--- config.mk ---
export PLATFORM = sky130hd
export DESIGN_NAME = best_fit_partition_allocator_flat
export DESIGN_NICKNAME = d
export VERILOG_FILES = /design/src/rtl/bfpa_pkg.sv /design/src/rtl/bfpa_channels.sv /design/src/rtl/bfpa_ram.sv /design/src/rtl/bfpa_ctrl.sv /design/src/rtl/bfpa_dp.sv /design/src/rtl/best_fit_partition_allocator.sv /design/src/flat_wrapper.sv
export VERILOG_INCLUDE_DIRS = /design/src /design/src/rtl
export SDC_FILE = /design/constraint.sdc
export NUM_CORES = 1
export LEC_CHECK = 0
export BUFFER_PORTS_ARGS = -buffer_cell sky130_fd_sc_hd__buf_2
export CAP_MARGIN = 5
export CELL_PAD_IN_SITES_DETAIL_PLACEMENT = 1
export CELL_PAD_IN_SITES_GLOBAL_PLACEMENT = 1
export CORE_MARGIN = 10
export CORE_UTILIZATION = 42
export DETAILED_ROUTE_END_ITERATION = 10
export MAX_ROUTING_LAYER = met4
export PLACE_DENSITY = 0.76
export SYNTH_ARGS = -nofsm -noshare
export SYNTH_HDL_FRONTEND = slang
export SYNTH_SLANG_ARGS = --single-unit
--- constraint.sdc ---
create_clock -name clock -period 4.72 [get_ports clock]
set_input_delay 1.18 -clock clock [delete_from_list [all_inputs] [get_ports clock]]
set_output_delay 1.18 -clock clock [all_outputs]
set_load 0.05 [all_outputs]
--- src/rtl/best_fit_partition_allocator_macros.svh ---
// Assertion macros used by the allocator's top-level RTL file.
`ifndef BEST_FIT_PARTITION_ALLOCATOR_MACROS_SVH
`define BEST_FIT_PARTITION_ALLOCATOR_MACROS_SVH
`ifndef SYNTHESIS
// Same-cycle implication, disabled while reset is high.
`define BFPA_ASSERT_IMPL(label, clk, rst, ante, cons) \
   label: assert property (@(posedge clk) disable iff (rst) (ante) |-> (cons)) \
      else $error("same-cycle check failed");
// Next-cycle implication, disabled while reset is high.
`define BFPA_ASSERT_NEXT(label, clk, rst, ante, cons) \
   label: assert property (@(posedge clk) disable iff (rst) (ante) |=> (cons)) \
      else $error("next-cycle check failed");
`else
`define BFPA_ASSERT_IMPL(label, clk, rst, ante, cons)
`define BFPA_ASSERT_NEXT(label, clk, rst, ante, cons)
`endif
`endif

--- src/rtl/bfpa_pkg.sv ---
// Package with the constants, codes and shared types of the partition allocator.
package bfpa_pkg;

   localparam int MAX_SEGMENTS = 32;
   localparam int SIZE_BITS    = 16;
   localparam int ID_BITS      = 8;
   localparam int IDX_BITS     = $clog2(MAX_SEGMENTS);
   localparam int CNT_BITS     = $clog2(MAX_SEGMENTS + 1);
   localparam int ENTRY_BITS   = 1 + ID_BITS + SIZE_BITS;

   localparam logic [CNT_BITS-1:0] MAX_COUNT = CNT_BITS'(MAX_SEGMENTS);
   localparam logic [CNT_BITS-1:0] CNT_ONE   = CNT_BITS'(1);
   localparam logic [IDX_BITS-1:0] IDX_ONE   = IDX_BITS'(1);

   typedef enum logic [1:0] {
      MODE_APPEND = 2'd0,
      MODE_ALLOC  = 2'd1,
      MODE_READ   = 2'd2,
      MODE_CLEAR  = 2'd3
   } mode_type;

   typedef enum logic [2:0] {
      STATUS_OK        = 3'd0,
      STATUS_TOO_LARGE = 3'd1,
      STATUS_NO_FIT    = 3'd2,
      STATUS_FULL      = 3'd3,
      STATUS_BAD       = 3'd4
   } status_type;

   typedef struct packed {
      logic                 free;
      logic [ID_BITS-1:0]   owner;
      logic [SIZE_BITS-1:0] size;
   } entry_type;

   typedef enum logic [3:0] {
      S_IDLE,
      S_DECODE,
      S_READ,
      S_SEARCH,
      S_DECIDE,
      S_SHIFT,
      S_SPLIT,
      S_OWN,
      S_RESP
   } state_type;

   typedef enum logic [2:0] {
      RES_ERR,
      RES_CLEAR,
      RES_APPEND,
      RES_READ,
      RES_ALLOC
   } res_sel_type;

   typedef struct packed {
      logic        capture;
      logic        clear;
      logic        append;
      logic        search_start;
      logic        search_run;
      logic        shift_start;
      logic        shift_run;
      logic        wr_split;
      logic        wr_owned;
      logic        cnt_inc;
      logic        res_load;
      res_sel_type res_sel;
      status_type  res_status;
      logic        rsp_load;
   } dp_cmd_type;

   typedef struct packed {
      mode_type mode;
      logic     size_zero;
      logic     table_full;
      logic     too_large;
      logic     idx_bad;
      logic     search_done;
      logic     found;
      logic     exact;
      logic     shift_done;
      logic     out_free;
   } dp_sts_type;

endpackage

--- src/rtl/bfpa_channels.sv ---
// Request and response channel interfaces of the partition allocator.
interface bfpa_req_if;
   import bfpa_pkg::*;

   logic                 valid;
   logic                 ready;
   mode_type             mode;
   logic [SIZE_BITS-1:0] req_size;
   logic [ID_BITS-1:0]   owner_id;
   logic [IDX_BITS-1:0]  read_index;

   modport source (output valid, mode, req_size, owner_id, read_index, input ready);
   modport sink (input valid, mode, req_size, owner_id, read_index, output ready);
endinterface

interface bfpa_rsp_if;
   import bfpa_pkg::*;

   logic                 valid;
   logic                 ready;
   status_type           status;
   logic [IDX_BITS-1:0]  seg_index;
   logic                 seg_free;
   logic [ID_BITS-1:0]   seg_owner;
   logic [SIZE_BITS-1:0] seg_size;
   logic [CNT_BITS-1:0]  seg_count;

   modport source (output valid, status, seg_index, seg_free, seg_owner, seg_size, seg_count,
                   input ready);
   modport sink (input valid, status, seg_index, seg_free, seg_owner, seg_size, seg_count,
                 output ready);
endinterface

--- src/rtl/bfpa_ram.sv ---
// Generic simple dual-port RAM with one write port and a registered read port.
module bfpa_ram #(
   parameter int WIDTH = 8,
   parameter int DEPTH = 32
) (
   input  logic                     clock,
   input  logic                     wr_en,
   input  logic [$clog2(DEPTH)-1:0] wr_addr,
   input  logic [WIDTH-1:0]         wr_data,
   input  logic [$clog2(DEPTH)-1:0] rd_addr,
   output logic [WIDTH-1:0]         rd_data
);

   logic [WIDTH-1:0] mem_ff [DEPTH];
   logic [WIDTH-1:0] rd_data_ff;

   always_ff @(posedge clock) begin
      if (wr_en) begin
         mem_ff[wr_addr] <= wr_data;
      end
      rd_data_ff <= mem_ff[rd_addr];
   end

   assign rd_data = rd_data_ff;

endmodule

--- src/rtl/bfpa_ctrl.sv ---
// Controller state machine that sequences decode, search, shift and response.
module bfpa_ctrl (
   input  logic                   clock,
   input  logic                   reset,
   input  logic                   req_valid,
   output logic                   req_ready,
   input  bfpa_pkg::dp_sts_type   sts,
   output bfpa_pkg::dp_cmd_type   cmd
);
   import bfpa_pkg::*;

   state_type state_ff;
   state_type state_in;

   always_ff @(posedge clock) begin
      if (reset) begin
         state_ff <= S_IDLE;
      end else begin
         state_ff <= state_in;
      end
   end

   always_comb begin
      state_in       = state_ff;
      cmd            = '0;
      cmd.res_sel    = RES_ERR;
      cmd.res_status = STATUS_OK;
      req_ready      = 1'b0;

      case (state_ff)
         S_IDLE: begin
            req_ready = 1'b1;
            if (req_valid) begin
               cmd.capture = 1'b1;
               state_in    = S_DECODE;
            end
         end

         S_DECODE: begin
            cmd.res_load = 1'b1;
            state_in     = S_RESP;
            case (sts.mode)
               MODE_CLEAR: begin
                  cmd.clear   = 1'b1;
                  cmd.res_sel = RES_CLEAR;
               end
               MODE_APPEND: begin
                  if (sts.size_zero) begin
                     cmd.res_status = STATUS_BAD;
                  end else if (sts.table_full) begin
                     cmd.res_status = STATUS_FULL;
                  end else begin
                     cmd.append  = 1'b1;
                     cmd.res_sel = RES_APPEND;
                  end
               end
               MODE_ALLOC: begin
                  if (sts.size_zero) begin
                     cmd.res_status = STATUS_BAD;
                  end else if (sts.too_large) begin
                     cmd.res_status = STATUS_TOO_LARGE;
                  end else begin
                     cmd.res_load     = 1'b0;
                     cmd.search_start = 1'b1;
                     state_in         = S_SEARCH;
                  end
               end
               MODE_READ: begin
                  if (sts.idx_bad) begin
                     cmd.res_status = STATUS_BAD;
                  end else begin
                     cmd.res_load = 1'b0;
                     state_in     = S_READ;
                  end
               end
               default: begin
                  cmd.res_status = STATUS_BAD;
               end
            endcase
         end

         S_READ: begin
            cmd.res_load = 1'b1;
            cmd.res_sel  = RES_READ;
            state_in     = S_RESP;
         end

         S_SEARCH: begin
            cmd.search_run = 1'b1;
            if (sts.search_done) begin
               state_in = S_DECIDE;
            end
         end

         S_DECIDE: begin
            if (!sts.found) begin
               cmd.res_load   = 1'b1;
               cmd.res_status = STATUS_NO_FIT;
               state_in       = S_RESP;
            end else if (sts.exact) begin
               cmd.wr_owned = 1'b1;
               cmd.res_load = 1'b1;
               cmd.res_sel  = RES_ALLOC;
               state_in     = S_RESP;
            end else if (sts.table_full) begin
               cmd.res_load   = 1'b1;
               cmd.res_status = STATUS_FULL;
               state_in       = S_RESP;
            end else begin
               cmd.shift_start = 1'b1;
               state_in        = S_SHIFT;
            end
         end

         S_SHIFT: begin
            cmd.shift_run = 1'b1;
            if (sts.shift_done) begin
               state_in = S_SPLIT;
            end
         end

         S_SPLIT: begin
            cmd.wr_split = 1'b1;
            state_in     = S_OWN;
         end

         S_OWN: begin
            cmd.wr_owned = 1'b1;
            cmd.cnt_inc  = 1'b1;
            cmd.res_load = 1'b1;
            cmd.res_sel  = RES_ALLOC;
            state_in     = S_RESP;
         end

         S_RESP: begin
            if (sts.out_free) begin
               cmd.rsp_load = 1'b1;
               state_in     = S_IDLE;
            end
         end

         default: begin
            state_in = S_IDLE;
         end
      endcase
   end

endmodule

--- src/rtl/bfpa_dp.sv ---
// Datapath: segment table RAM, search and shift engines, result and output registers.
module bfpa_dp (
   input  logic                           clock,
   input  logic                           reset,
   input  bfpa_pkg::dp_cmd_type           cmd,
   output bfpa_pkg::dp_sts_type           sts,
   input  bfpa_pkg::mode_type             in_mode,
   input  logic [bfpa_pkg::SIZE_BITS-1:0] in_size,
   input  logic [bfpa_pkg::ID_BITS-1:0]   in_owner,
   input  logic [bfpa_pkg::IDX_BITS-1:0]  in_index,
   input  logic                           out_ready,
   output logic                           out_valid,
   output bfpa_pkg::status_type           out_status,
   output logic [bfpa_pkg::IDX_BITS-1:0]  out_index,
   output logic                           out_free,
   output logic [bfpa_pkg::ID_BITS-1:0]   out_owner,
   output logic [bfpa_pkg::SIZE_BITS-1:0] out_size,
   output logic [bfpa_pkg::CNT_BITS-1:0]  out_count
);
   import bfpa_pkg::*;

   // Captured request.
   mode_type             mode_ff;
   logic [SIZE_BITS-1:0] size_ff;
   logic [ID_BITS-1:0]   owner_ff;
   logic [IDX_BITS-1:0]  index_ff;

   // Table bookkeeping.
   logic [CNT_BITS-1:0]  count_ff, count_in;
   logic [SIZE_BITS-1:0] largest_ff, largest_in;

   // Search engine.
   logic [CNT_BITS-1:0]  scan_ff, scan_in;
   logic                 chk_vld_ff, chk_vld_in;
   logic [IDX_BITS-1:0]  chk_idx_ff, chk_idx_in;
   logic                 found_ff, found_in;
   logic [IDX_BITS-1:0]  best_ff, best_in;
   logic [SIZE_BITS-1:0] best_sz_ff, best_sz_in;

   // Shift engine.
   logic [CNT_BITS-1:0]  mv_ptr_ff, mv_ptr_in;
   logic                 mv_vld_ff, mv_vld_in;
   logic [IDX_BITS-1:0]  mv_addr_ff, mv_addr_in;
   logic                 mv_more;

   // Result staging and output register.
   status_type           res_status_ff;
   logic [IDX_BITS-1:0]  res_index_ff;
   logic                 res_free_ff;
   logic [ID_BITS-1:0]   res_owner_ff;
   logic [SIZE_BITS-1:0] res_size_ff;

   logic                 out_vld_ff;
   status_type           out_status_ff;
   logic [IDX_BITS-1:0]  out_index_ff;
   logic                 out_free_ff;
   logic [ID_BITS-1:0]   out_owner_ff;
   logic [SIZE_BITS-1:0] out_size_ff;
   logic [CNT_BITS-1:0]  out_count_ff;

   // Table RAM ports.
   logic                  wr_en;
   logic [IDX_BITS-1:0]   wr_addr;
   entry_type             wr_entry;
   logic [IDX_BITS-1:0]   rd_addr;
   logic [ENTRY_BITS-1:0] rd_bits;
   entry_type             rd_entry;

   bfpa_ram #(
      .WIDTH (ENTRY_BITS),
      .DEPTH (MAX_SEGMENTS)
   ) u_table (
      .clock   (clock),
      .wr_en   (wr_en),
      .wr_addr (wr_addr),
      .wr_data (wr_entry),
      .rd_addr (rd_addr),
      .rd_data (rd_bits)
   );

   assign rd_entry = entry_type'(rd_bits);
   assign mv_more  = mv_ptr_ff > CNT_BITS'(best_ff);

   always_comb begin
      sts.mode        = mode_ff;
      sts.size_zero   = (size_ff == '0);
      sts.table_full  = (count_ff == MAX_COUNT);
      sts.too_large   = (size_ff > largest_ff);
      sts.idx_bad     = (CNT_BITS'(index_ff) >= count_ff);
      sts.search_done = (scan_ff == count_ff) && !chk_vld_ff;
      sts.found       = found_ff;
      sts.exact       = (best_sz_ff == size_ff);
      sts.shift_done  = !mv_more && !mv_vld_ff;
      sts.out_free    = !out_vld_ff || out_ready;
   end

   // The read port serves the segment read, the search scan and the shift.
   always_comb begin
      rd_addr = index_ff;
      if (cmd.search_run) begin
         rd_addr = scan_ff[IDX_BITS-1:0];
      end else if (cmd.shift_run) begin
         rd_addr = mv_ptr_ff[IDX_BITS-1:0];
      end
   end

   // Best-fit scan: addresses go out one per cycle, data is judged in the cycle after.
   always_comb begin
      scan_in    = scan_ff;
      chk_vld_in = 1'b0;
      chk_idx_in = chk_idx_ff;
      found_in   = found_ff;
      best_in    = best_ff;
      best_sz_in = best_sz_ff;
      if (cmd.search_start) begin
         scan_in  = '0;
         found_in = 1'b0;
      end
      if (cmd.search_run && (scan_ff < count_ff)) begin
         scan_in    = scan_ff + CNT_ONE;
         chk_vld_in = 1'b1;
         chk_idx_in = scan_ff[IDX_BITS-1:0];
      end
      if (chk_vld_ff && rd_entry.free && (rd_entry.size >= size_ff) &&
          (!found_ff || (rd_entry.size < best_sz_ff))) begin
         found_in   = 1'b1;
         best_in    = chk_idx_ff;
         best_sz_in = rd_entry.size;
      end
   end

   // Shift: entries from the top down to just above the chosen one move up by one.
   always_comb begin
      mv_ptr_in  = mv_ptr_ff;
      mv_vld_in  = 1'b0;
      mv_addr_in = mv_addr_ff;
      if (cmd.shift_start) begin
         mv_ptr_in = count_ff - CNT_ONE;
      end
      if (cmd.shift_run && mv_more) begin
         mv_ptr_in  = mv_ptr_ff - CNT_ONE;
         mv_vld_in  = 1'b1;
         mv_addr_in = mv_ptr_ff[IDX_BITS-1:0];
      end
   end

   always_comb begin
      wr_en    = 1'b0;
      wr_addr  = count_ff[IDX_BITS-1:0];
      wr_entry = rd_entry;
      if (cmd.append) begin
         wr_en          = 1'b1;
         wr_entry.free  = 1'b1;
         wr_entry.owner = '0;
         wr_entry.size  = size_ff;
      end else if (mv_vld_ff) begin
         wr_en   = 1'b1;
         wr_addr = mv_addr_ff + IDX_ONE;
      end else if (cmd.wr_split) begin
         wr_en          = 1'b1;
         wr_addr        = best_ff + IDX_ONE;
         wr_entry.free  = 1'b1;
         wr_entry.owner = '0;
         wr_entry.size  = best_sz_ff - size_ff;
      end else if (cmd.wr_owned) begin
         wr_en          = 1'b1;
         wr_addr        = best_ff;
         wr_entry.free  = 1'b0;
         wr_entry.owner = owner_ff;
         wr_entry.size  = size_ff;
      end
   end

   always_comb begin
      count_in   = count_ff;
      largest_in = largest_ff;
      if (cmd.clear) begin
         count_in   = '0;
         largest_in = '0;
      end else if (cmd.append) begin
         count_in = count_ff + CNT_ONE;
         if (size_ff > largest_ff) begin
            largest_in = size_ff;
         end
      end else if (cmd.cnt_inc) begin
         count_in = count_ff + CNT_ONE;
      end
   end

   always_ff @(posedge clock) begin
      if (reset) begin
         count_ff   <= '0;
         largest_ff <= '0;
         chk_vld_ff <= 1'b0;
         mv_vld_ff  <= 1'b0;
         out_vld_ff <= 1'b0;
      end else begin
         count_ff   <= count_in;
         largest_ff <= largest_in;
         chk_vld_ff <= chk_vld_in;
         mv_vld_ff  <= mv_vld_in;
         if (cmd.rsp_load) begin
            out_vld_ff <= 1'b1;
         end else if (out_ready) begin
            out_vld_ff <= 1'b0;
         end
      end
   end

   always_ff @(posedge clock) begin
      scan_ff    <= scan_in;
      chk_idx_ff <= chk_idx_in;
      found_ff   <= found_in;
      best_ff    <= best_in;
      best_sz_ff <= best_sz_in;
      mv_ptr_ff  <= mv_ptr_in;
      mv_addr_ff <= mv_addr_in;
      if (cmd.capture) begin
         mode_ff  <= in_mode;
         size_ff  <= in_size;
         owner_ff <= in_owner;
         index_ff <= in_index;
      end
      if (cmd.res_load) begin
         case (cmd.res_sel)
            RES_ERR: begin
               res_status_ff <= cmd.res_status;
               res_index_ff  <= '0;
               res_free_ff   <= 1'b0;
               res_owner_ff  <= '0;
               res_size_ff   <= '0;
            end
            RES_CLEAR: begin
               res_status_ff <= STATUS_OK;
               res_index_ff  <= '0;
               res_free_ff   <= 1'b0;
               res_owner_ff  <= '0;
               res_size_ff   <= '0;
            end
            RES_APPEND: begin
               res_status_ff <= STATUS_OK;
               res_index_ff  <= count_ff[IDX_BITS-1:0];
               res_free_ff   <= 1'b1;
               res_owner_ff  <= '0;
               res_size_ff   <= size_ff;
            end
            RES_READ: begin
               res_status_ff <= STATUS_OK;
               res_index_ff  <= index_ff;
               res_free_ff   <= rd_entry.free;
               res_owner_ff  <= rd_entry.owner;
               res_size_ff   <= rd_entry.size;
            end
            RES_ALLOC: begin
               res_status_ff <= STATUS_OK;
               res_index_ff  <= best_ff;
               res_free_ff   <= 1'b0;
               res_owner_ff  <= owner_ff;
               res_size_ff   <= size_ff;
            end
            default: begin
               res_status_ff <= STATUS_BAD;
               res_index_ff  <= '0;
               res_free_ff   <= 1'b0;
               res_owner_ff  <= '0;
               res_size_ff   <= '0;
            end
         endcase
      end
      if (cmd.rsp_load) begin
         out_status_ff <= res_status_ff;
         out_index_ff  <= res_index_ff;
         out_free_ff   <= res_free_ff;
         out_owner_ff  <= res_owner_ff;
         out_size_ff   <= res_size_ff;
         out_count_ff  <= count_ff;
      end
   end

   assign out_valid  = out_vld_ff;
   assign out_status = out_status_ff;
   assign out_index  = out_index_ff;
   assign out_free   = out_free_ff;
   assign out_owner  = out_owner_ff;
   assign out_size   = out_size_ff;
   assign out_count  = out_count_ff;

endmodule

--- src/rtl/best_fit_partition_allocator.sv ---
// Top level of the best-fit partition allocator: controller, datapath and checks.
// The allocator keeps an ordered table of up to MAX_SEGMENTS memory segments in a
// small RAM, each segment free or owned by a process. One request is worked on at a
// time, and a new request is taken as soon as the previous one has moved into the
// response register, even while that response still waits to be taken. A clear or
// an append is settled at decode; a read passes through a further state, since the
// table RAM has a registered read port. An allocation scans every entry in the table
// through the single read port. An exact fit then marks the chosen entry owned. A
// split fit also moves the entries above the chosen one up by one place, one entry
// per cycle through the same port, then writes the split remainder and the owned
// segment. Errors found at decode respond directly. After reset the table is empty;
// stale RAM contents are never read because every read is bounded by the segment
// count.
`include "best_fit_partition_allocator_macros.svh"

module best_fit_partition_allocator (
   input logic       clock,
   input logic       reset,
   bfpa_req_if.sink  req_chan,
   bfpa_rsp_if.source rsp_chan
);
   import bfpa_pkg::*;

   // Command and status bundles between the controller and the datapath.
   dp_cmd_type cmd;
   dp_sts_type sts;

   bfpa_ctrl u_ctrl (
      .clock     (clock),
      .reset     (reset),
      .req_valid (req_chan.valid),
      .req_ready (req_chan.ready),
      .sts       (sts),
      .cmd       (cmd)
   );

   bfpa_dp u_dp (
      .clock      (clock),
      .reset      (reset),
      .cmd        (cmd),
      .sts        (sts),
      .in_mode    (req_chan.mode),
      .in_size    (req_chan.req_size),
      .in_owner   (req_chan.owner_id),
      .in_index   (req_chan.read_index),
      .out_ready  (rsp_chan.ready),
      .out_valid  (rsp_chan.valid),
      .out_status (rsp_chan.status),
      .out_index  (rsp_chan.seg_index),
      .out_free   (rsp_chan.seg_free),
      .out_owner  (rsp_chan.seg_owner),
      .out_size   (rsp_chan.seg_size),
      .out_count  (rsp_chan.seg_count)
   );

   // An error response carries nothing but its code and the current count.
   `BFPA_ASSERT_IMPL(a_err_fields_zero, clock, reset, rsp_chan.valid && (rsp_chan.status != STATUS_OK), (rsp_chan.seg_index == '0) && !rsp_chan.seg_free && (rsp_chan.seg_owner == '0) && (rsp_chan.seg_size == '0))

   // A free segment always reports owner zero.
   `BFPA_ASSERT_IMPL(a_free_owner_zero, clock, reset, rsp_chan.valid && rsp_chan.seg_free, rsp_chan.seg_owner == '0)

   // The reported segment count never exceeds the table depth.
   `BFPA_ASSERT_IMPL(a_count_in_range, clock, reset, rsp_chan.valid, rsp_chan.seg_count <= MAX_COUNT)

   // Once a request is accepted, the block takes no other until it is done.
   `BFPA_ASSERT_NEXT(a_one_at_a_time, clock, reset, req_chan.valid && req_chan.ready, !req_chan.ready)

endmodule
--- src/flat_wrapper.sv ---
// flat-port wrapper written by rule: the top's interface ports become plain ports
module best_fit_partition_allocator_flat import bfpa_pkg::*;
  (clock, reset, req_chan_valid, req_chan_mode, req_chan_req_size, req_chan_owner_id, req_chan_read_index, req_chan_ready, rsp_chan_valid, rsp_chan_status, rsp_chan_seg_index, rsp_chan_seg_free, rsp_chan_seg_owner, rsp_chan_seg_size, rsp_chan_seg_count, rsp_chan_ready);
  bfpa_req_if req_chan_i ();
  bfpa_rsp_if rsp_chan_i ();
  input logic clock;
  input logic reset;
  input wire logic [$bits(req_chan_i.valid)-1:0] req_chan_valid;
  input wire logic [$bits(req_chan_i.mode)-1:0] req_chan_mode;
  input wire logic [$bits(req_chan_i.req_size)-1:0] req_chan_req_size;
  input wire logic [$bits(req_chan_i.owner_id)-1:0] req_chan_owner_id;
  input wire logic [$bits(req_chan_i.read_index)-1:0] req_chan_read_index;
  output wire logic [$bits(req_chan_i.ready)-1:0] req_chan_ready;
  output wire logic [$bits(rsp_chan_i.valid)-1:0] rsp_chan_valid;
  output wire logic [$bits(rsp_chan_i.status)-1:0] rsp_chan_status;
  output wire logic [$bits(rsp_chan_i.seg_index)-1:0] rsp_chan_seg_index;
  output wire logic [$bits(rsp_chan_i.seg_free)-1:0] rsp_chan_seg_free;
  output wire logic [$bits(rsp_chan_i.seg_owner)-1:0] rsp_chan_seg_owner;
  output wire logic [$bits(rsp_chan_i.seg_size)-1:0] rsp_chan_seg_size;
  output wire logic [$bits(rsp_chan_i.seg_count)-1:0] rsp_chan_seg_count;
  input wire logic [$bits(rsp_chan_i.ready)-1:0] rsp_chan_ready;
  assign req_chan_i.valid = req_chan_valid;
  assign req_chan_i.mode = req_chan_mode;
  assign req_chan_i.req_size = req_chan_req_size;
  assign req_chan_i.owner_id = req_chan_owner_id;
  assign req_chan_i.read_index = req_chan_read_index;
  assign req_chan_ready = req_chan_i.ready;
  assign rsp_chan_valid = rsp_chan_i.valid;
  assign rsp_chan_status = rsp_chan_i.status;
  assign rsp_chan_seg_index = rsp_chan_i.seg_index;
  assign rsp_chan_seg_free = rsp_chan_i.seg_free;
  assign rsp_chan_seg_owner = rsp_chan_i.seg_owner;
  assign rsp_chan_seg_size = rsp_chan_i.seg_size;
  assign rsp_chan_seg_count = rsp_chan_i.seg_count;
  assign rsp_chan_i.ready = rsp_chan_ready;
  best_fit_partition_allocator u_core (.clock(clock), .reset(reset), .req_chan(req_chan_i), .rsp_chan(rsp_chan_i));
endmodule
## Word-level counts from Yosys, hierarchy flattened

Memories as Yosys holds them, arrays and structs flattened. A register that Yosys moved wholly into a read port is not among the register bits.
Index checks and enable logic that the tools add are counted.

| storage, ports and cells | value |
|---|---|
| flip-flop bits (word level) | 176 |
| memory bits (writable) | 800 |
| input bits | 35 |
| output and inout port bits | 41 |
| word-level logic and storage cells | 180 |
| memories | 1 |

| cells by class | value |
|---|---|
| add/sub/neg operators | 7 |
| order comparisons | 6 |
| equal/unequal tests | 22 |
| mux-type cells | 88 |
| reductions and logical operators | 28 |

Memories:

| name | words | width | read ports | clocked after Yosys merged registers in | wr ports | line | RTL |
|---|---|---|---|---|---|---|---|
| u_core.u_dp.u_table.mem_ff | 32 | 25 | 1 | 1 | 1 | bfpa_ram.sv:14 | `logic [WIDTH-1:0] mem_ff [DEPTH];` |

Operators by type and width:

| kind | number |
|---|---|
| 25-bit two-way mux | 4 |
| 4-bit two-way mux | 10 |
| 1-bit two-way mux | 38 |
| 6-bit two-way mux | 6 |
| 16-bit one-hot mux with 2 select lines | 1 |
| 4-bit one-hot mux with 8 select lines | 1 |
| 5-bit two-way mux | 6 |
| 3-bit two-way mux | 8 |
| 3-bit one-hot mux with 2 select lines | 3 |
| 16-bit == test | 1 |
| 4-bit by 3-bit == test with 1-bit output, second input constant | 4 |
| 16-bit greater-or-equal comparator | 1 |
| 16-bit greater-than comparator | 1 |
| 16-bit logical NOT | 1 |
| 16-bit less-than comparator | 1 |
| 4-bit one-hot mux with 4 select lines | 1 |
| 8-bit one-hot mux with 2 select lines | 1 |
| 16-bit subtractor | 1 |
| 5-bit one-hot mux with 3 select lines | 1 |
| 6-bit by 1-bit adder with 6-bit output, second input constant | 2 |
| 6-bit by 1-bit subtractor with 6-bit output, second input constant | 2 |
| 5-bit by 1-bit adder with 5-bit output, second input constant | 2 |
| 3-bit one-hot mux with 3 select lines | 1 |
| 4-bit by 2-bit == test with 1-bit output, second input constant | 2 |
| other kinds (28) | 52 |

## Depth between registers and ports, before layout

Gate-level depths: netlist (run 1).

| depth | value |
|---|---|
| word-level depth | 10 |
| depth in mapped cells | 12 |
| mapped depth without buffers | 11 |

## Modules after synthesis

A second synthesis (run 1) with hierarchy kept.

| unflattened totals | value |
|---|---|
| cells, all modules | 2,694 |
| area total of the unflattened synthesis | 41,735.0 µm² |

Modules (own cells, without submodules):

| module | instances | cells an instance | area each (µm²) | seq. area each (µm²) |
|---|---|---|---|---|
| bfpa_ram | 1 | 1,778 | 31,826.8 | 24,523.5 |
| bfpa_dp | 1 | 817 | 9,226.3 | 4,904.7 |
| bfpa_ctrl | 1 | 99 | 681.9 | 80.1 |

## Least setup slack after synthesis (run 1)

No wires, ideal clock.

| path | value |
|---|---|
| path type | register to register |
| start point | register u_core.u_dp.size_ff[12] |
| end point | memory u_core.u_dp.u_table.mem_ff[0][11] (netlist name) (data pin) |
| arrival | 3.455 ns |
| required time | 4.241 ns |
| path slack | 0.786 ns |
| stages on the path, launching flop included | 12 |
| cells stage by stage | edfxtp_1 inv_1 ha_1 clkbuf_2 nand4_1 nor4_4 and3_1 buf_2 o21ai_2 nand2_1 buf_2 a221oi_1 |

| between the ends | value |
|---|---|
| longest elaborated chain between the ends | 8 |
| elaborated cells between the ends (all ways) | 12 |
| those cells by class | 1 x eq/ne; 10 x mux; 1 x reduce/logical |

RTL lines:

| item | line | RTL |
|---|---|---|
| start, declared | bfpa_dp.sv:24 | `logic [SIZE_BITS-1:0] size_ff;` |
| start signal, assigned | bfpa_dp.sv:220 | `size_ff <= in_size;` |
| 16-bit == test | bfpa_dp.sv:92 | `sts.exact = (best_sz_ff == size_ff);` |
| 1-bit two-way mux | bfpa_ctrl.sv:100 | `end else if (sts.exact) begin` |
| 1-bit two-way mux | bfpa_ctrl.sv:96 | `if (!sts.found) begin` |
| 1-bit one-hot mux with 2 select lines | bfpa_ctrl.sv:30 | `case (state_ff)` |
| 25-bit two-way mux | bfpa_dp.sv:165 | `end else if (cmd.wr_owned) begin` |
| 25-bit two-way mux | bfpa_dp.sv:159 | `end else if (cmd.wr_split) begin` |
| 25-bit two-way mux | bfpa_dp.sv:156 | `end else if (mv_vld_ff) begin` |
| 25-bit two-way mux * | bfpa_dp.sv:151 | `if (cmd.append) begin` |
| named net u_core.u_dp.u_table.wr_data[11] | bfpa_ram.sv:9 | `input logic [WIDTH-1:0] wr_data,` |
| end, declared | bfpa_ram.sv:14 |  |

The timed path passes the listed nets; every way through them passes the cells marked *.

## Final worst setup path (run 1)

| path | value |
|---|---|
| start point | register u_core.u_dp.size_ff[8] |
| end point | memory u_core.u_dp.u_table.mem_ff[20][13] (netlist name) (enable) |

| between the ends | value |
|---|---|
| longest elaborated chain between the ends | 10 |
| elaborated cells between the ends (all ways) | 18 |
| those cells by class | 1 x eq/ne; 16 x mux; 1 x reduce/logical |

RTL lines:

| item | line | RTL |
|---|---|---|
| 16-bit == test | bfpa_dp.sv:92 |  |
| 1-bit two-way mux | bfpa_ctrl.sv:100 |  |
| 1-bit two-way mux | bfpa_ctrl.sv:96 |  |
| 1-bit one-hot mux with 2 select lines | bfpa_ctrl.sv:30 |  |
| 1-bit two-way mux | bfpa_dp.sv:165 |  |
| 1-bit two-way mux | bfpa_dp.sv:159 |  |
| 1-bit two-way mux | bfpa_dp.sv:156 |  |
| 1-bit two-way mux | bfpa_dp.sv:151 |  |
| 1-bit two-way mux | bfpa_ram.sv:18 | `if (wr_en) begin` |
| 1-bit two-way mux (implied by the code) | bfpa_ram.sv:19 | `mem_ff[wr_addr] <= wr_data;` |

Parallel ways exist; a longest one is shown, timed or not.

==> results of run 1 <==
[cells by family (layout without fill, tap and decap cells)]
group | count (synthesis) | count (layout)
AO/OA/AOI/OAI | 361 | 361
adder cells (fa/ha/maj) | 90 | 90
other | 0 | 5
XOR/XNOR | 30 | 30
flip-flops | 1001 | 1001
AND/OR/NAND/NOR | 875 | 875
multiplexers | 345 | 345
buffers and inverters | 235 | 482
[worst reg2reg max path, delay by kind of cell (launching register included)]
family / cells / cell delay [ps]
AOI/OAI and AO/OA: 2 / 1060
adders and majority gates: 1 / 430
buffers and inverters: 1 / 120
DFF: 1 / 430
and+or+nand+nor: 5 / 2140
[path summary, 6_finish.rpt]
kind,start,endpoint,slack (ps),depth (start not counted)
max,u_core.u_dp.size_ff[8]$_DFFE_PP_,u_core.u_dp.u_table.mem_ff[20][13]$_DFFE_PP_,170,9
min,u_core.u_dp.res_index_ff[2]$_DFFE_PP_,u_core.u_dp.out_index[2]$_DFFE_PP_,420,0
max reg2reg,u_core.u_dp.size_ff[8]$_DFFE_PP_,u_core.u_dp.u_table.mem_ff[20][13]$_DFFE_PP_,170,9
min reg2reg,u_core.u_dp.res_index_ff[2]$_DFFE_PP_,u_core.u_dp.out_index[2]$_DFFE_PP_,420,0
[synth_stat cells (13+ instances only)]
cell,instances
a21o_1,23
a21oi_1,46
a22o_1,27
a22oi_1,19
a32oi_1,70
and2_1,15
buf_2,62
buf_4,19
clkbuf_1,57
dfxtp_1,55
edfxtp_1,946
ha_1,89
inv_1,83
mux2i_1,340
nand2_1,422
nand2b_1,15
nand3_1,200
nand4_1,39
nor2_1,110
nor2b_1,13
nor3_1,14
o2111ai_1,27
o21ai_0,32
o22ai_1,17
xnor2_1,19
[stage by stage]
stage	setup WS, ps	util [%]	cell area, µm²	total power [mW]	hold slack, ps
4_1_cts	265	48.6	48600	21.5	419
5_1_grt	31.7	48.6	48600	22.1	429
6_report	169	48.6	48600	21.4	418
3_5_place_dp	297	45.1	45100	13.1	405
2_1_floorplan	786	-	42200	12.0	400
3_3_place_gp	478	45.1	45100	13.0	400
[per-layer routing]
layer | GRT usage [%] | part of all wire (%) | vias up
li1 | - | - | 11600
met1 | 28.2 | 41 | 13700
met2 | 34.7 | 47 | 1129
met3 | 5.41 | 8.6 | 269
met4 | 7.88 | 3.4 | 0
met5 | - | 0 | -
[power groups by stage]
stage / combinational, mW / clock [mW] / sequential, mW
after floorplan: 1.30 / 0 / 10.7
after global placement: 2.34 / 0 / 10.7
after detailed placement: 2.44 / 0 / 10.7
after CTS: 2.46 / 8.52 / 10.5
after global routing: 2.66 / 8.89 / 10.5
final: 2.49 / 8.41 / 10.5
[sequential cells by signal (all words and copies together) (netlist names), 6 cells and up]
register                     cells
u_core.u_dp.owner_ff             8
u_core.u_dp.largest_ff          16
u_core.u_dp.out_count            6
u_core.u_dp.u_table.mem_ff     800
u_core.u_dp.mv_ptr_ff            6
u_core.u_dp.u_table.rd_data     25
u_core.u_dp.scan_ff              6
u_core.u_dp.best_sz_ff          16
u_core.u_dp.size_ff             16
u_core.u_dp.count_ff             6
u_core.u_dp.res_size_ff         16
u_core.u_dp.out_owner            8
u_core.u_dp.out_size            16
u_core.u_dp.res_owner_ff         8
[layout make-up]
cell class                      count  area (µm²)  share of cell area [%]
Clock buffer                      120        2630                    5.41
Tap cell                         1298        1620                    3.34
Timing Repair Buffer              211        1600                    3.29
Sequential cell                  1001       29500                    60.7
Inverter                           84         315                   0.649
Multi-Input combinational cell   1701       12000                    24.8
Antenna cell                        5        12.5                  0.0258
Clock inverter                     67         853                    1.76
==> results.py, run 1 <==
metrics = {
    "status": {
        "status": "completed",
    },
    "sta": {
        "fmax_mhz": 220,
        "hold_violations": 0,
        "period_minus_slack_ps": 4550,
        "fin_tns_setup_ps": 0,
        "rsz0062_at_grt": "false",
        "fin_skew_ps": 55.7,
        "setup_viol": 0,
        "max_slew.worst_pin.slew_ps": 1210,
        "slew_headroom_pct": 19.1,
        "finalCritPeriodShare_pct": 96.4,
        "slew_viol_final": 0,
    },
    "clock_network": {
        "h-tree-depth": 3,
        "ctsRootBufferMaster": "clkbuf_16",
        "clockBufferDepth": 3,
        "post_cts_buffers": 0,
        "cts.repair.resized": 0,
        "clk_latency_ps": 700,
        "numCtsBuffers": 100,
        "cts_hold_buf": 0,
        "cts_tree": "yes",
        "cts_sinks": 1001,
        "clk_pin_slew_ps": 60,
    },
    "place": {
        "dp.cells": 4295,
        "dp_hpwl_mm": 80.6,
        "io_buffers": 75,
        "gp_congestion": 0.901,
    },
    "final_layout": {
        "finalNetCount": 3224,
        "finalNonFillerCells": 4487,
        "final_common_cell": "edfxtp_1",
        "area_delta_synth_final_pct": 15.2,
        "drive_above_1_share_pct": 14.6,
        "mostFrequentLayoutCells": "edfxtp_1 (946), nand2_1 (422), mux2i_1 (340)",
        "fill_cells": 9787,
    },
    "yosys": {
        "synth_flop_cell": "edfxtp_1",
        "ys_top_cells_by_area": "edfxtp_1 (67%), mux2i_1 (8.1%), nand2_1 (3.8%), ha_1 (2.6%), dfxtp_1 (2.6%)",
        "synthXorXnorAreaFrac_pct": 0.641,
        "synth_compound_area_share_pct": 6.50,
        "avgSynthCellArea_um2": 14.4,
        "synthMuxAreaShare_pct": 8.22,
        "synth_seq_cells": 1001,
        "synth_warnings": 0,
        "synth.cell_area_um2": 42200,
        "synth_top_family_by_area": "simple AND/OR/NAND/NOR gates",
        "yosysSeqAreaShare_pct": 70.0,
        "yosys.area.top_type_share_pct": 67.4,
        "synthArstFlopShare_pct": 0,
        "ys_types": 89,
        "syn_inst": 2937,
        "synthAdderAreaFrac_pct": 2.69,
        "synth_nets": 3062,
        "synth_top_area_cell": "edfxtp_1",
        "yosys.area_share.simple_pct": 9.41,
        "synth_edf_count": 946,
    },
    "critical_path": {
        "cp.required_ps": 5030,
        "crit_chain": "inv_1 -> ha_1 -> nand4_1 -> nor4_4 -> nand3_4 -> a311oi_1 -> a22o_1 -> nand2_1 -> nor2_4",
        "crit_slowest_cell": "nor2_4",
        "cpPeakStageDelay_ps": 880,
        "critPathMaxFanout": 25,
        "crit_path_start_kind": "register",
        "worst-path-buf-inv": 1,
        "crit_type": "reg -> reg",
        "crit_family": "simple AND/OR/NAND/NOR gates",
        "endpoint_kind": "register",
        "cp.arrival_ps": 4860,
    },
    "route": {
        "drtIter0Drc": 2738,
        "via_per_inst": 5.95,
        "ant_nets": 0,
        "vias": 26700,
        "drt_first_pass_iters": 6,
        "drcViolationCount": 0,
        "wl_per_cell_um": 27.8,
        "routed_wl_mm": 125,
    },
    "power": {
        "combPwrFrac_pct": 11.6,
        "leakagePower_nw": 17.4,
        "clkPwrFrac_pct": 39.3,
        "p_int_mw": 15.9,
        "switchingPower_mw": 5.49,
        "peakVddDrop_uv": 349,
        "switching_share_pct": 25.6,
        "p_per_area_nw_per_um2": 441,
        "seq_power_share_pct": 49.1,
    },
    "grt": {
        "grt_pass1_vias": 27700,
        "grt_pass1_wl_mm": 183,
        "overflow": 0,
        "grt_usage_pct": 22.2,
        "grt_max_degree": 77,
        "antenna_found_initial": 5,
    },
    "min_path": {
        "hold_path_class": "reg -> reg",
    },
    "floorplanning": {
        "core-area_um2": 99900,
        "die_y_um": 337,
        "die-area_um2": 113000,
        "initial_core_util_pct": 42.2,
        "boundaryPins": 76,
        "rows": 116,
        "die_x_um": 337,
    },
    "run": {
        "drv_cap": 0,
    },
}
Power figures use the tool's default switching activity.
==> run 2, diff against run 1 <==
--- a/config.mk
+++ b/config.mk
@@ -8,13 +8,13 @@
 export LEC_CHECK = 0
 export BUFFER_PORTS_ARGS = -buffer_cell sky130_fd_sc_hd__buf_2
 export CAP_MARGIN = 5
-export CELL_PAD_IN_SITES_DETAIL_PLACEMENT = 1
-export CELL_PAD_IN_SITES_GLOBAL_PLACEMENT = 1
+export CORE_ASPECT_RATIO = 1.75
 export CORE_MARGIN = 10
 export CORE_UTILIZATION = 42
 export DETAILED_ROUTE_END_ITERATION = 10
+export GPL_ROUTABILITY_DRIVEN = 1
 export MAX_ROUTING_LAYER = met4
-export PLACE_DENSITY = 0.76
+export PLACE_DENSITY = 0.68
 export SYNTH_ARGS = -nofsm -noshare
 export SYNTH_HDL_FRONTEND = slang
 export SYNTH_SLANG_ARGS = --single-unit
==> run 2 against run 1 <==
First-iteration DRC count fell by 25%. Sequential cell count unchanged. Sequential power hardly changed. Worst setup slack better by 250 ps. Via count down 3.5%. Critical path depth up 1. Combinational power shrank 5%. Die area grew 0.44%. Largest power group unchanged.
==> results.py, run 2 (synthesized netlist as in run 1, its figures left out) <==
metrics = {
    "grt": {
        "grt_max_degree": 64,
        "antenna_found_initial": 4,
        "overflow": 0,
        "grt_pass1_vias": 25800,
        "grt_usage_pct": 20.5,
        "grt_pass1_wl_mm": 168,
    },
    "route": {
        "wl_per_cell_um": 25.7,
        "drcViolationCount": 0,
        "vias": 25800,
        "routed_wl_mm": 115,
        "via_per_inst": 5.73,
        "drtIter0Drc": 2067,
        "ant_nets": 0,
        "drt_first_pass_iters": 6,
    },
    "sta": {
        "setup_ws_ps": 420,
        "slew_headroom_pct": 16.2,
        "setup_viol": 0,
        "fmax_mhz": 233,
        "period_minus_slack_ps": 4300,
        "hold_violations": 0,
        "finalCritPeriodShare_pct": 91.1,
        "max_slew.worst_pin.slew_ps": 1260,
        "slew_viol_final": 0,
        "fin_tns_setup_ps": 0,
        "rsz0062_at_grt": "false",
        "fin_skew_ps": 38.6,
    },
    "critical_path": {
        "endpoint_kind": "register",
        "rrSetupSlack_ps": 420,
        "regToRegEndpoint": "u_core.u_dp.u_table.mem_ff[26][18]$_DFFE_PP_",
        "crit_start": "u_core.u_dp.size_ff[8]$_DFFE_PP_",
        "cpPeakStageDelay_ps": 630,
        "crit_type": "reg -> reg",
        "endpoint": "u_core.u_dp.u_table.mem_ff[26][18]$_DFFE_PP_",
        "critPathMaxFanout": 17,
        "cp.required_ps": 5100,
        "crit_chain": "inv_1 -> ha_1 -> nand4_1 -> nor4_4 -> and3_1 -> o311ai_1 -> a22oi_1 -> nand3_1 -> nor2_4 -> buf_12",
        "crit_family": "simple AND/OR/NAND/NOR gates",
        "crit_path_start_kind": "register",
        "crit_slowest_cell": "nor4_4",
        "worst-path-buf-inv": 2,
        "path_depth": 10,
        "cp.arrival_ps": 4680,
        "r2r-start": "u_core.u_dp.size_ff[8]$_DFFE_PP_",
        "ff2ff_path_depth": 10,
    },
    "power": {
        "peakVddDrop_uv": 315,
        "power_mw": 20.1,
        "leakagePower_nw": 17.2,
        "p_per_area_nw_per_um2": 416,
    },
    "clock_network": {
        "h-tree-depth": 3,
        "cts_hold_buf": 0,
        "cts.repair.resized": 0,
        "clockBufferDepth": 3,
        "clk_pin_slew_ps": 60,
        "post_cts_buffers": 0,
        "clk_latency_ps": 700,
        "cts_sinks": 1001,
        "numCtsBuffers": 84,
        "cts_tree": "yes",
        "ctsRootBufferMaster": "clkbuf_16",
    },
    "min_path": {
        "hold_path_class": "reg -> reg",
        "hold_start": "u_core.u_dp.res_size_ff[11]$_DFFE_PP_",
    },
    "final_layout": {
        "finalNetCount": 3229,
        "largest_reg_flops": 800,
        "drive_above_1_share_pct": 14.1,
        "top_register": "u_core.u_dp.u_table.mem_ff",
        "area_delta_synth_final_pct": 14.6,
        "final_common_cell": "edfxtp_1",
        "mostFrequentLayoutCells": "edfxtp_1 (946), nand2_1 (422), mux2i_1 (340)",
    },
    "place": {
        "dp_hpwl_mm": 79.5,
        "gp_congestion": 0.945,
        "io_buffers": 75,
        "dp_slack_ps": 540,
    },
    "floorplanning": {
        "die_x_um": 259,
        "initial_core_util_pct": 42.3,
        "die-area_um2": 114000,
        "core-area_um2": 99500,
        "boundaryPins": 76,
        "rows": 153,
        "die_y_um": 439,
    },
    "run": {
        "drv_cap": 0,
    },
    "status": {
        "status": "completed",
    },
}
-- run 2: through the flow --
stage / hold slack (ps) / instance area, µm² / utilization [%] / cells
floorplan: 400 / 42200 / - / 2937
global route: 428 / 48300 / 48.5 / 4492
detailed placement: 405 / 45500 / 45.7 / 4335
CTS: 418 / 48300 / 48.5 / 4491
global placement: 402 / 45500 / 45.7 / 4335
finish: 419 / 48300 / 48.5 / 4493
-- run 2: worst min path at each step --
stage | endpoint | slack (ps) | cells past startpoint
after floorplan | u_core.u_dp.best_ff[0]$_DFFE_PP_ | 400 | 0
after global placement | u_core.u_dp.best_ff[1]$_DFFE_PP_ | 400 | 0
after detailed placement | u_core.u_dp.out_owner[3]$_DFFE_PP_ | 400 | 0
after CTS | u_core.u_dp.out_size[7]$_DFFE_PP_ | 420 | 0
after global routing | u_core.u_dp.best_ff[2]$_DFFE_PP_ | 430 | 0
final | u_core.u_dp.out_size[11]$_DFFE_PP_ | 420 | 0
-- run 2: report_power, final --
group	switching, mW	total, mW	internal, mW
clock network	3.17	7.18	4.01
registers	0.184	10.5	10.3
logic	1.68	2.37	0.692
-- run 2: area by class of cell --
class                      instances  area, µm²
antenna                            2       5.00
sequential                      1001      29500
tap                             1317       1650
inverter                          84        315
clock buffer                     112       2300
clock inverter                    44        518
timing repair buffer             232       1970
fill                            8378      51300
multi-input combinational       1701      12000
-- run 2: routing by layer --
metal / GRT usage (%) / vias up / wire (µm)
met1: 20.4 / 12900 / 38900
met2: 37.7 / 1045 / 63100
met4: 11.7 / 0 / 7060
li1: - / 11500 / -
met3: 2.99 / 334 / 6280
met5: - / - / 0
-- run 2: worst register-to-register path: stages, from the launching register on --
cell and delay (ps):
edfxtp_1 440, inv_1 130, ha_1 420, nand4_1 200, nor4_4 630, and3_1 440
o311ai_1 150, a22oi_1 450, nand3_1 450, nor2_4 440, buf_12 220
